===== src/rtl/rrbm_pkg.sv =====
// Shared types and constants for the ROM/RAM bank mapper.
package rrbm_pkg;

  localparam int unsigned ROM_BANK_BYTES = 16384;
  localparam int unsigned RAM_BANK_BYTES = 8192;
  localparam int unsigned ROM_OFS_W      = $clog2(ROM_BANK_BYTES);
  localparam int unsigned RAM_OFS_W      = $clog2(RAM_BANK_BYTES);
  localparam int unsigned ROM_BANK_W     = 7;
  localparam int unsigned RAM_BANK_W     = 2;
  localparam int unsigned ADDR_W         = 16;
  localparam int unsigned DATA_W         = 8;
  localparam int unsigned PHYS_W         = 21;
  localparam int unsigned TARGET_W       = 3;
  localparam int unsigned CFG_DATA_W     = 7;
  localparam int unsigned CFG_INDEX_W    = 2;

  localparam logic [3:0] RAM_ENABLE_KEY = 4'hA;
  localparam logic [ROM_BANK_W-1:0] ROM_BANK_RESET = 7'd1;

  typedef enum logic [1:0] {
    KIND_NONE = 2'd0,
    KIND_MBC1 = 2'd1,
    KIND_MBC2 = 2'd2,
    KIND_MBC3 = 2'd3
  } mapper_kind_t;

  typedef enum logic [CFG_INDEX_W-1:0] {
    CFG_MAPPER_KIND   = 2'd0,
    CFG_ROM_BANK_MASK = 2'd1,
    CFG_RAM_PRESENT   = 2'd2,
    CFG_RAM_BANK_MASK = 2'd3
  } cfg_reg_t;

  typedef enum logic [TARGET_W-1:0] {
    T_ROM_READ     = 3'd0,
    T_RAM_READ     = 3'd1,
    T_RAM_WRITE    = 3'd2,
    T_RAM_BLOCKED  = 3'd3,
    T_REG_WRITE    = 3'd4,
    T_OUT_OF_RANGE = 3'd5
  } target_t;

  typedef struct packed {
    mapper_kind_t           mapper_kind;
    logic [ROM_BANK_W-1:0]  rom_bank_mask;
    logic                   ram_present;
    logic [RAM_BANK_W-1:0]  ram_bank_mask;
  } cfg_t;

  typedef struct packed {
    logic [ROM_BANK_W-1:0]  rom_bank;
    logic [RAM_BANK_W-1:0]  ram_bank;
    logic                   ram_enabled;
    logic                   ram_mode;
  } bank_state_t;

endpackage


===== src/rtl/rrbm_in_if.sv =====
// Bus access channel: valid/ready with kind, address and value.
interface rrbm_in_if;
  logic                        valid;
  logic                        ready;
  logic                        kind;
  logic [rrbm_pkg::ADDR_W-1:0] address;
  logic [rrbm_pkg::DATA_W-1:0] value;

  modport source (output valid, kind, address, value, input ready);
  modport sink   (input valid, kind, address, value, output ready);
endinterface


===== src/rtl/rrbm_out_if.sv =====
// Result channel: valid/ready with target, physical address and write data.
interface rrbm_out_if;
  logic                          valid;
  logic                          ready;
  logic [rrbm_pkg::TARGET_W-1:0] target;
  logic [rrbm_pkg::PHYS_W-1:0]   phys_address;
  logic [rrbm_pkg::DATA_W-1:0]   write_data;

  modport source (output valid, target, phys_address, write_data, input ready);
  modport sink   (input valid, target, phys_address, write_data, output ready);
endinterface


===== src/rtl/rrbm_decode.sv =====
// Access decoder: result fields and next bank registers for one item.
module rrbm_decode (
  input  rrbm_pkg::cfg_t                 cfg,
  input  rrbm_pkg::bank_state_t          st,
  input  logic                           kind,
  input  logic [rrbm_pkg::ADDR_W-1:0]    address,
  input  logic [rrbm_pkg::DATA_W-1:0]    value,
  output rrbm_pkg::target_t              target,
  output logic [rrbm_pkg::PHYS_W-1:0]    phys_address,
  output logic [rrbm_pkg::DATA_W-1:0]    write_data,
  output rrbm_pkg::bank_state_t          st_nxt
);

  logic [4:0]                        lo_bank;
  logic [3:0]                        mbc2_bank;
  logic [rrbm_pkg::ROM_BANK_W-1:0]   rom_sel;
  logic [rrbm_pkg::RAM_BANK_W-1:0]   ram_sel;

  assign lo_bank   = (value[4:0] == 5'd0) ? 5'd1 : value[4:0];
  assign mbc2_bank = (value[3:0] == 4'd0) ? 4'd1 : value[3:0];
  assign rom_sel   = st.rom_bank & cfg.rom_bank_mask;
  assign ram_sel   = st.ram_bank & cfg.ram_bank_mask;

  always_comb begin
    st_nxt       = st;
    target       = rrbm_pkg::T_OUT_OF_RANGE;
    phys_address = '0;
    write_data   = '0;
    if (!address[15]) begin
      if (kind) begin
        target = rrbm_pkg::T_REG_WRITE;
        unique case (address[14:13])
          2'b00: begin
            if (cfg.mapper_kind != rrbm_pkg::KIND_MBC2 || !address[8]) begin
              st_nxt.ram_enabled = (value[3:0] == rrbm_pkg::RAM_ENABLE_KEY);
            end
          end
          2'b01: begin
            if (cfg.mapper_kind == rrbm_pkg::KIND_MBC1) begin
              st_nxt.rom_bank = {st.rom_bank[6:5], lo_bank};
            end else if (cfg.mapper_kind == rrbm_pkg::KIND_MBC2) begin
              st_nxt.rom_bank = {3'd0, mbc2_bank};
            end
          end
          2'b10: begin
            if (cfg.mapper_kind == rrbm_pkg::KIND_MBC1) begin
              if (st.ram_mode) begin
                st_nxt.ram_bank = value[1:0];
              end else begin
                st_nxt.rom_bank = {value[1:0], st.rom_bank[4:0]};
              end
            end
          end
          default: begin
            if (cfg.mapper_kind == rrbm_pkg::KIND_MBC1) begin
              st_nxt.ram_mode = |value;
              if (|value) begin
                st_nxt.rom_bank = {2'd0, st.rom_bank[4:0]};
              end else begin
                st_nxt.ram_bank = '0;
              end
            end
          end
        endcase
      end else if (!address[14]) begin
        target       = rrbm_pkg::T_ROM_READ;
        phys_address = {{(rrbm_pkg::PHYS_W - rrbm_pkg::ROM_OFS_W){1'b0}},
                        address[rrbm_pkg::ROM_OFS_W-1:0]};
      end else begin
        target       = rrbm_pkg::T_ROM_READ;
        phys_address = {rom_sel, address[rrbm_pkg::ROM_OFS_W-1:0]};
      end
    end else if (address[15:13] == 3'b101) begin
      if (!st.ram_enabled || !cfg.ram_present) begin
        target = rrbm_pkg::T_RAM_BLOCKED;
      end else begin
        phys_address = {{(rrbm_pkg::PHYS_W - rrbm_pkg::RAM_OFS_W - rrbm_pkg::RAM_BANK_W){1'b0}},
                        ram_sel, address[rrbm_pkg::RAM_OFS_W-1:0]};
        if (kind) begin
          target     = rrbm_pkg::T_RAM_WRITE;
          write_data = value;
        end else begin
          target = rrbm_pkg::T_RAM_READ;
        end
      end
    end
  end

endmodule


===== src/rtl/rom_ram_bank_mapper.sv =====
// Cartridge ROM/RAM bank mapper top level.
//
//  channel  dir  handshake     payload
//  in_ch    in   valid/ready   kind, address[15:0], value[7:0]
//  out_ch   out  valid/ready   target[2:0], phys_address[20:0], write_data[7:0]
//  cfg      in   cfg_we        cfg_index[1:0], cfg_data[6:0]
//
// One item per cycle while in_ch.ready is high; its result is registered at the accepting edge.
// The bank registers update at the accepting edge, so the next item sees them.
// A single output register holds the result; in_ch.ready drops only while that
// register is full and out_ch.ready is low.
// Reset (rst_n low, synchronous) sets rom_bank and rom_bank_mask to 1, the other
// bank and config fields and the output valid flag to 0.
module rom_ram_bank_mapper (
  input  logic                                clk,
  input  logic                                rst_n,
  rrbm_in_if.sink                             in_ch,
  rrbm_out_if.source                          out_ch,
  input  logic                                cfg_we,
  input  logic [rrbm_pkg::CFG_INDEX_W-1:0]    cfg_index,
  input  logic [rrbm_pkg::CFG_DATA_W-1:0]     cfg_data
);

  rrbm_pkg::cfg_t                    cfg_r;
  rrbm_pkg::bank_state_t             st_r;
  rrbm_pkg::bank_state_t             st_nxt;
  rrbm_pkg::target_t                 target_nxt;
  logic [rrbm_pkg::PHYS_W-1:0]       phys_nxt;
  logic [rrbm_pkg::DATA_W-1:0]       data_nxt;
  logic                              out_valid_r;
  rrbm_pkg::target_t                 out_target_r;
  logic [rrbm_pkg::PHYS_W-1:0]       out_phys_r;
  logic [rrbm_pkg::DATA_W-1:0]       out_data_r;
  logic                              in_accept;

  assign in_ch.ready = !out_valid_r || out_ch.ready;
  assign in_accept   = in_ch.valid && in_ch.ready;

  rrbm_decode u_decode (
    .cfg          (cfg_r),
    .st           (st_r),
    .kind         (in_ch.kind),
    .address      (in_ch.address),
    .value        (in_ch.value),
    .target       (target_nxt),
    .phys_address (phys_nxt),
    .write_data   (data_nxt),
    .st_nxt       (st_nxt)
  );

  always_ff @(posedge clk) begin
    if (!rst_n) begin
      cfg_r.mapper_kind   <= rrbm_pkg::KIND_NONE;
      cfg_r.rom_bank_mask <= rrbm_pkg::ROM_BANK_RESET;
      cfg_r.ram_present   <= 1'b0;
      cfg_r.ram_bank_mask <= '0;
    end else if (cfg_we) begin
      unique case (rrbm_pkg::cfg_reg_t'(cfg_index))
        rrbm_pkg::CFG_MAPPER_KIND:
          cfg_r.mapper_kind <= rrbm_pkg::mapper_kind_t'(cfg_data[1:0]);
        rrbm_pkg::CFG_ROM_BANK_MASK:
          cfg_r.rom_bank_mask <= cfg_data[rrbm_pkg::ROM_BANK_W-1:0];
        rrbm_pkg::CFG_RAM_PRESENT:
          cfg_r.ram_present <= cfg_data[0];
        default:
          cfg_r.ram_bank_mask <= cfg_data[rrbm_pkg::RAM_BANK_W-1:0];
      endcase
    end
  end

  always_ff @(posedge clk) begin
    if (!rst_n) begin
      st_r.rom_bank    <= rrbm_pkg::ROM_BANK_RESET;
      st_r.ram_bank    <= '0;
      st_r.ram_enabled <= 1'b0;
      st_r.ram_mode    <= 1'b0;
    end else if (in_accept) begin
      st_r <= st_nxt;
    end
  end

  always_ff @(posedge clk) begin
    if (!rst_n) begin
      out_valid_r <= 1'b0;
    end else if (in_accept) begin
      out_valid_r <= 1'b1;
    end else if (out_ch.ready) begin
      out_valid_r <= 1'b0;
    end
  end

  always_ff @(posedge clk) begin
    if (in_accept) begin
      out_target_r <= target_nxt;
      out_phys_r   <= phys_nxt;
      out_data_r   <= data_nxt;
    end
  end

  assign out_ch.valid        = out_valid_r;
  assign out_ch.target       = out_target_r;
  assign out_ch.phys_address = out_phys_r;
  assign out_ch.write_data   = out_data_r;

  a_rom_bank_nonzero: assert property (@(posedge clk) disable iff (!rst_n)
    st_r.rom_bank != '0)
    else $error("rom bank register reached zero");

  a_ram_bank_mode: assert property (@(posedge clk) disable iff (!rst_n)
    st_r.ram_bank != '0 |-> st_r.ram_mode)
    else $error("ram bank set outside ram mode");

  a_oor_state_hold: assert property (@(posedge clk) disable iff (!rst_n)
    in_accept && (in_ch.address[15:13] == 3'b100 || in_ch.address[15:14] == 2'b11)
    |=> $stable(st_r))
    else $error("out of range item changed bank state");

  a_accept_fills_output: assert property (@(posedge clk) disable iff (!rst_n)
    in_accept |=> out_valid_r)
    else $error("accepted item produced no result");

endmodule

===== src/flat_wrapper.sv =====
// flat-port wrapper written by rule: the top's interface ports become plain ports
module rom_ram_bank_mapper_flat 
  (clk, rst_n, cfg_we, cfg_index, cfg_data, in_ch_valid, in_ch_kind, in_ch_address, in_ch_value, in_ch_ready, out_ch_valid, out_ch_target, out_ch_phys_address, out_ch_write_data, out_ch_ready);
  rrbm_in_if in_ch_i ();
  rrbm_out_if out_ch_i ();
  input  logic clk;
  input  logic rst_n;
  input  logic cfg_we;
  input  logic [rrbm_pkg::CFG_INDEX_W-1:0] cfg_index;
  input  logic [rrbm_pkg::CFG_DATA_W-1:0] cfg_data;
  input wire logic [$bits(in_ch_i.valid)-1:0] in_ch_valid;
  input wire logic [$bits(in_ch_i.kind)-1:0] in_ch_kind;
  input wire logic [$bits(in_ch_i.address)-1:0] in_ch_address;
  input wire logic [$bits(in_ch_i.value)-1:0] in_ch_value;
  output wire logic [$bits(in_ch_i.ready)-1:0] in_ch_ready;
  output wire logic [$bits(out_ch_i.valid)-1:0] out_ch_valid;
  output wire logic [$bits(out_ch_i.target)-1:0] out_ch_target;
  output wire logic [$bits(out_ch_i.phys_address)-1:0] out_ch_phys_address;
  output wire logic [$bits(out_ch_i.write_data)-1:0] out_ch_write_data;
  input wire logic [$bits(out_ch_i.ready)-1:0] out_ch_ready;
  assign in_ch_i.valid = in_ch_valid;
  assign in_ch_i.kind = in_ch_kind;
  assign in_ch_i.address = in_ch_address;
  assign in_ch_i.value = in_ch_value;
  assign in_ch_ready = in_ch_i.ready;
  assign out_ch_valid = out_ch_i.valid;
  assign out_ch_target = out_ch_i.target;
  assign out_ch_phys_address = out_ch_i.phys_address;
  assign out_ch_write_data = out_ch_i.write_data;
  assign out_ch_i.ready = out_ch_ready;
  rom_ram_bank_mapper u_core (.clk(clk), .rst_n(rst_n), .in_ch(in_ch_i), .out_ch(out_ch_i), .cfg_we(cfg_we), .cfg_index(cfg_index), .cfg_data(cfg_data));
endmodule

===== config.mk =====
export PLATFORM = sky130hd
export DESIGN_NAME = rom_ram_bank_mapper_flat
export DESIGN_NICKNAME = d
export VERILOG_FILES = /design/src/rtl/rrbm_pkg.sv /design/src/rtl/rrbm_in_if.sv /design/src/rtl/rrbm_out_if.sv /design/src/rtl/rrbm_decode.sv /design/src/rtl/rom_ram_bank_mapper.sv /design/src/flat_wrapper.sv
export SDC_FILE = /design/constraint.sdc
export NUM_CORES = 1
export LEC_CHECK = 0
export BUFFER_PORTS_ARGS = -buffer_cell sky130_fd_sc_hd__buf_2
export CAP_MARGIN = 15
export CORE_ASPECT_RATIO = 1.75
export CORE_MARGIN = 1.5
export CORE_UTILIZATION = 55
export CTS_CLUSTER_SIZE = 28
export DETAILED_ROUTE_END_ITERATION = 16
export PLACE_DENSITY = 0.83
export SYNTH_ARGS = -nofsm -noshare
export SYNTH_HDL_FRONTEND = slang
export SYNTH_SLANG_ARGS = --single-unit

===== constraint.sdc =====
create_clock -name clk -period 3 [get_ports clk]
set_clock_uncertainty 0.1 [all_clocks]
set_input_delay 0.15 -clock clk [delete_from_list [all_inputs] [get_ports clk]]
set_output_delay 0.15 -clock clk [all_outputs]
set_load 0.01 [all_outputs]

* Yosys cells after proc, flatten, opt, wreduce, memory -nomap -nowiden *
Index checks and enable logic that the tools add are counted.

cells by class
  eq/ne operators = 15
  multiplexer cells = 24
  reduce and logical (&&, ||, !) cells = 30
  bitwise logic cells = 10

operator list
  cell                count
  $mux 21             3
  $mux 15             2
  $mux 7              4
  $pmux 7 s3          1
  $mux 9              2
  $reduce_and 7->1    2
  $ne 2x2->1 const B  5
  $reduce_and 10->1   1
  $reduce_and 5->1    2
  $mux 3              3
  $mux 2              4
  $not 1->1           8
  $reduce_and 2->1    4
  $reduce_or 8->1     1
  $and 7x7->7         1
  $eq 2x1->1 const B  3
  $eq 2x2->1 const B  3
  $reduce_bool 2->1   3
  $reduce_or 3->1     2
  $logic_not 5->1     1
  $mux 5              1
  $eq 4x4->1 const B  1
  $logic_not 1->1     4
  $logic_not 2->1     2
  12 further kinds    16

storage, ports and cells
  output and inout bits = 34
  logic and storage cells = 92
  flip-flop bits (word level) = 56
  bits of input ports = 39

* Logic depth before layout (Yosys ltp) *
  depth in word-level cells = 5
  depth in mapped cells = 7
  depth with buffers taken out = 6

* Modules after synthesis *
A second synthesis with hierarchy kept.

second synthesis, totals
  cells, all modules = 227
  area total of the unflattened synthesis = 2519.9 um2

by module, submodules not included
  module               instances  area each (um2)  cells an instance  seq. area each (um2)
  rom_ram_bank_mapper  1          1918.1           138                1441.4
  rrbm_decode          1          601.8            89                 0.0

* Least setup slack after synthesis *
OpenSTA, ideal clock, no wires.

  path type = flip-flop to flip-flop
  start point = register u_core.out_valid_r (netlist: u_core.out_ch.valid)
  end point = register u_core.out_phys_r, in the netlist u_core.out_ch.phys_address[0] (enable)
  setup slack = 1.158 ns
  period minus slack after synthesis = 1.842 ns
  stages on the path, launching flop included = 4
  path buffers = 1
  setup time = 0.392 ns
  arrival time = 1.350 ns
  required time = 2.508 ns
  cell sequence = dfxtp_1 -> nand2b_1 -> buf_6 -> and2_1

between the ends
  cells in the longest elaborated chain, start to end = 3

RTL lines
  what                        line                       text
  start: declaration          rom_ram_bank_mapper.sv:30  logic out_valid_r;
  start signal: assignment    rom_ram_bank_mapper.sv:84  out_valid_r <= 1'b0;
  start signal: assignment    rom_ram_bank_mapper.sv:86  out_valid_r <= 1'b1;
  start signal: assignment    rom_ram_bank_mapper.sv:88  out_valid_r <= 1'b0;
  $logic_not 1->1             rom_ram_bank_mapper.sv:36  assign in_ch.ready = !out_valid_r || out_ch.ready;
  $logic_or 1x1->1            rom_ram_bank_mapper.sv:36
  named net in_ch_ready       flat_wrapper.sv:15         output wire logic [$bits(in_ch_i.ready)-1:0] in_ch_ready;
  $logic_and 1x1->1           rom_ram_bank_mapper.sv:37  assign in_accept = in_ch.valid && in_ch.ready;
  named net u_core.in_accept  rom_ram_bank_mapper.sv:34  logic in_accept;
  end signal: assignment      rom_ram_bank_mapper.sv:95  out_phys_r <= phys_nxt;
  end: declaration            rom_ram_bank_mapper.sv:32  logic [rrbm_pkg::PHYS_W-1:0] out_phys_r;

The timed path passes the listed nets, and every way through them passes these cells.
A chain may end at the register's enable or synchronous reset.

* Worst setup path after layout *
  start point = register u_core.cfg_r[10] (netlist bit)
  end point = register u_core.st_r[8] (netlist bit)

between the ends
  cells in the longest elaborated chain, start to end = 3
  elaborated cells between the ends (all ways) = 6
  classes of those cells = eq/ne (2); mux (2); reduce/logical (2)

RTL lines
  what                                            line                       text
  start: declaration                              rom_ram_bank_mapper.sv:24  rrbm_pkg::cfg_t cfg_r;
  $eq 2x1->1 or $eq 2x2->1 (tied branches)        --
  $mux 7 or $reduce_bool 2->1 (tied branches)     --
  $pmux 7 s3 or $reduce_and 7->1 (tied branches)  --
  end signal: assignment                          rom_ram_bank_mapper.sv:78  st_r <= st_nxt;
  end: declaration                                rom_ram_bank_mapper.sv:25  rrbm_pkg::bank_state_t st_r;

Several ways; a longest one is shown, not always the timed one. The select of a mux whose other input is x is not followed.

==> flow_metrics.tcl <==
set metrics [dict create \
    status "complete, no violations" \
    wl_met3_um 253 \
    place_congestion 0.864 \
    p_per_area_nw_per_um2 471 \
    antenna_found_initial 0 \
    cp_max_fo 10 \
    worstMarginPinSlew_ns 0.857 \
    cts-resized-gates 0 \
    wirelength_um 4910 \
    reg2reg_from "u_core.cfg_r[10]" \
    syn_area_sq_um 2470 \
    via_count 1822 \
    grt_pass1_wl_um 7830 \
    finalWorstSetupSlack_ns 1.04 \
    hold_violations 0 \
    clk_latency_ns 0.31 \
    cts_setup_buffers 0 \
    synthArstFlopShare_pct 0 \
    grt_setup_unrepaired "false" \
    initial_core_util_pct 56.6 \
    first_global_vias 1660 \
    wl_per_cell_um 14.5 \
    crit_required_ns 3.15 \
    syn_area_per_cell_sq_um 11.6 \
    h-tree-depth 2 \
    highest_layer "met4" \
    maxSlewHeadroom_pct 42.6 \
    grt_max_degree 33 \
    synth_top_area_share_pct 38.9 \
    drive_above_1_share_pct 30.1 \
    endpoint "u_core.st_r[8]" \
    root_buffer "clkbuf_8" \
    syn-instance-count 213 \
    tns_ns 0 \
    cts_buffers 5 \
    fmax_mhz 510 \
    io_pins 73 \
    areaGrowthSynthToFinish_pct 20.5 \
    clk_pin_slew_ns 0.10 \
    setup-violations-final 0 \
    io_buffers 72 \
    cts_tree "built" \
    drt_iter0_markers 51 \
    arrival_ns 2.11 \
    chipHeight_um 91.7 \
    grt_usage_pct 22.1 \
    yosys_warnings 0 \
    synth_cell_type_count 38 \
    synth_edf_count 32 \
    cp-start-kind "flop" \
    worst_ir_drop_vdd_mv 0.458 \
    r2r_end "u_core.st_r[8]" \
    rows 32 \
    overflow 0 \
    fp.dieArea_sq_um 4920 \
    crit_path_end_kind "flop" \
    synthTopCellsByCount "edfxtp_1 (32), nor2b_1 (26), dfxtp_1 (24)" \
    period_share_pct 65.3 \
    cts.sinks 56 \
    synth_area_leader_cell "edfxtp_1" \
    p_leak_uw 0.00135 \
    ys_ff_latch 56 \
    dp_hpwl_um 3760 \
    drt-vias-per-instance 5.36 \
    whs_path_depth 3 \
    met2_length_um 2670 \
    reg2reg_slack_ns 1.04 \
    wirelength_met1_um 1840 \
    slew_viol_final 0 \
    max-cap-violations 0 \
    ys_seq_area_share_pct 58.4 \
    cts_max_path_buffers 2 \
    critPathLaunch "u_core.cfg_r[10]" \
    core_area_sq_um 4360 \
    fin_nets 334 \
    yosysMostFrequentCell "edfxtp_1" \
    antenna_left 0 \
    place_ws_ns 0.935 \
    finalCriticalPeriod_ns 1.96 \
    rr_worst_depth 6 \
    drc_errors 0 \
    critical_path_class "reg -> reg" \
    diodes 0 \
    first_pass_iters 4 \
    hold_class "in -> reg" \
    die_w_um 53.7 \
    ys_top_cells_by_area "edfxtp_1 (39%), dfxtp_1 (19%), nor2b_1 (6.6%)" \
    syn_nets 259 \
    ys.flop_type "edfxtp_1" \
    cts_hold_buf 3 \
]
==> worst min-delay path by stage <==
stage	startpoint	to	slack, ns
finish	cfg_data[6]	u_core.cfg_r[9]	0.004
global route	cfg_data[4]	u_core.cfg_r[7]	0.01
CTS	cfg_data[6]	u_core.cfg_r[9]	0.003
detailed placement	cfg_data[5]	u_core.cfg_r[8]	0.31
global placement	cfg_data[5]	u_core.cfg_r[8]	0.30
floorplan	cfg_data[0]	u_core.cfg_r[3]	0.18
==> worst max-delay path, stage by stage (launching register included) <==
cell and delay, ns:
dfxtp_1 0.35, inv_1 0.06, ha_1 0.30, nor3b_1 0.25, nand4_2 0.26, or3_1 0.43
a21boi_1 0.15
==> placed cells by master (no fill, tap or decap), types with 2 or more instances in the layout <==
cell / netlist / routed
a311o_1: 2 / 2
nand4_1: 2 / 2
nand2b_1: 2 / 2
nor4_1: 3 / 3
nor2_1: 9 / 9
and2b_2: 2 / 2
clkbuf_8: 0 / 5
nand3_1: 5 / 5
edfxtp_1: 32 / 32
ha_1: 7 / 7
or3_1: 4 / 4
buf_2: 1 / 72
dfxtp_1: 24 / 24
nor3b_1: 3 / 3
o22ai_1: 2 / 2
a21oi_1: 4 / 4
nand3b_1: 2 / 2
nor2b_1: 26 / 26
inv_1: 9 / 9
a21boi_1: 4 / 4
nand2_1: 18 / 18
dlygate4sd3_1: 0 / 3
and2_1: 2 / 2
and3_1: 16 / 16
nor3_1: 2 / 2
mux2i_1: 12 / 12
a21boi_0: 3 / 3
==> area by class of cell <==
class / count / area [sq um]
Timing Repair Buffer: 76 / 398
Clock inverter: 3 / 17.5
Inverter: 9 / 33.8
Multi-Input combinational cell: 140 / 952
Tap cell: 51 / 63.8
Clock buffer: 5 / 68.8
Sequential cell: 56 / 1440
Fill cell: 363 / 1390
==> cells by family (layout without fill, tap and decap cells) <==
logic type	Yosys count	after routing	synth area share [%]
AND/OR/NAND/NOR	101	101	24.1
multiplexers	12	12	4.86
flip-flops	56	56	58.4
AO/OA/AOI/OAI	20	20	6.03
buffers and inverters	17	93	3.09
adder cells (fa/ha/maj)	7	7	3.55
==> power breakdown <==
group	internal, uW	switching [uW]
combinational	65.7	85.1
sequential	842	8.74
clock	163	236
==> metrics by stage <==
step	utilization, %	total power, uW	hold WS [ns]	cells	area [sq um]
3_5_place_dp	65.5	1020	0.310	329	2860
6_report	68.2	1400	0.00370	340	2980
4_1_cts	68.2	1410	0.00327	340	2980
5_1_grt	68.2	1460	0.0140	340	2980
3_3_place_gp	65.5	1010	0.300	329	2860
2_1_floorplan	-	946	0.175	213	2470
==> flip-flops by register name (all words and copies together) (netlist names) <==
signal                      cells
u_core.out_ch.write_data        8
u_core.out_ch.target            3
u_core.st_r                    11
u_core.out_ch.phys_address     21
u_core.cfg_r                   12
u_core.out_ch.valid             1
==> layer usage <==
layer | up-vias | track usage (%)
met3 | 11 | 4.72
met4 | 0 | 11.1
li1 | 903 | -
met5 | - | 0
met2 | 60 | 37.7
met1 | 848 | 24.9
Power figures use the tool's default switching activity.
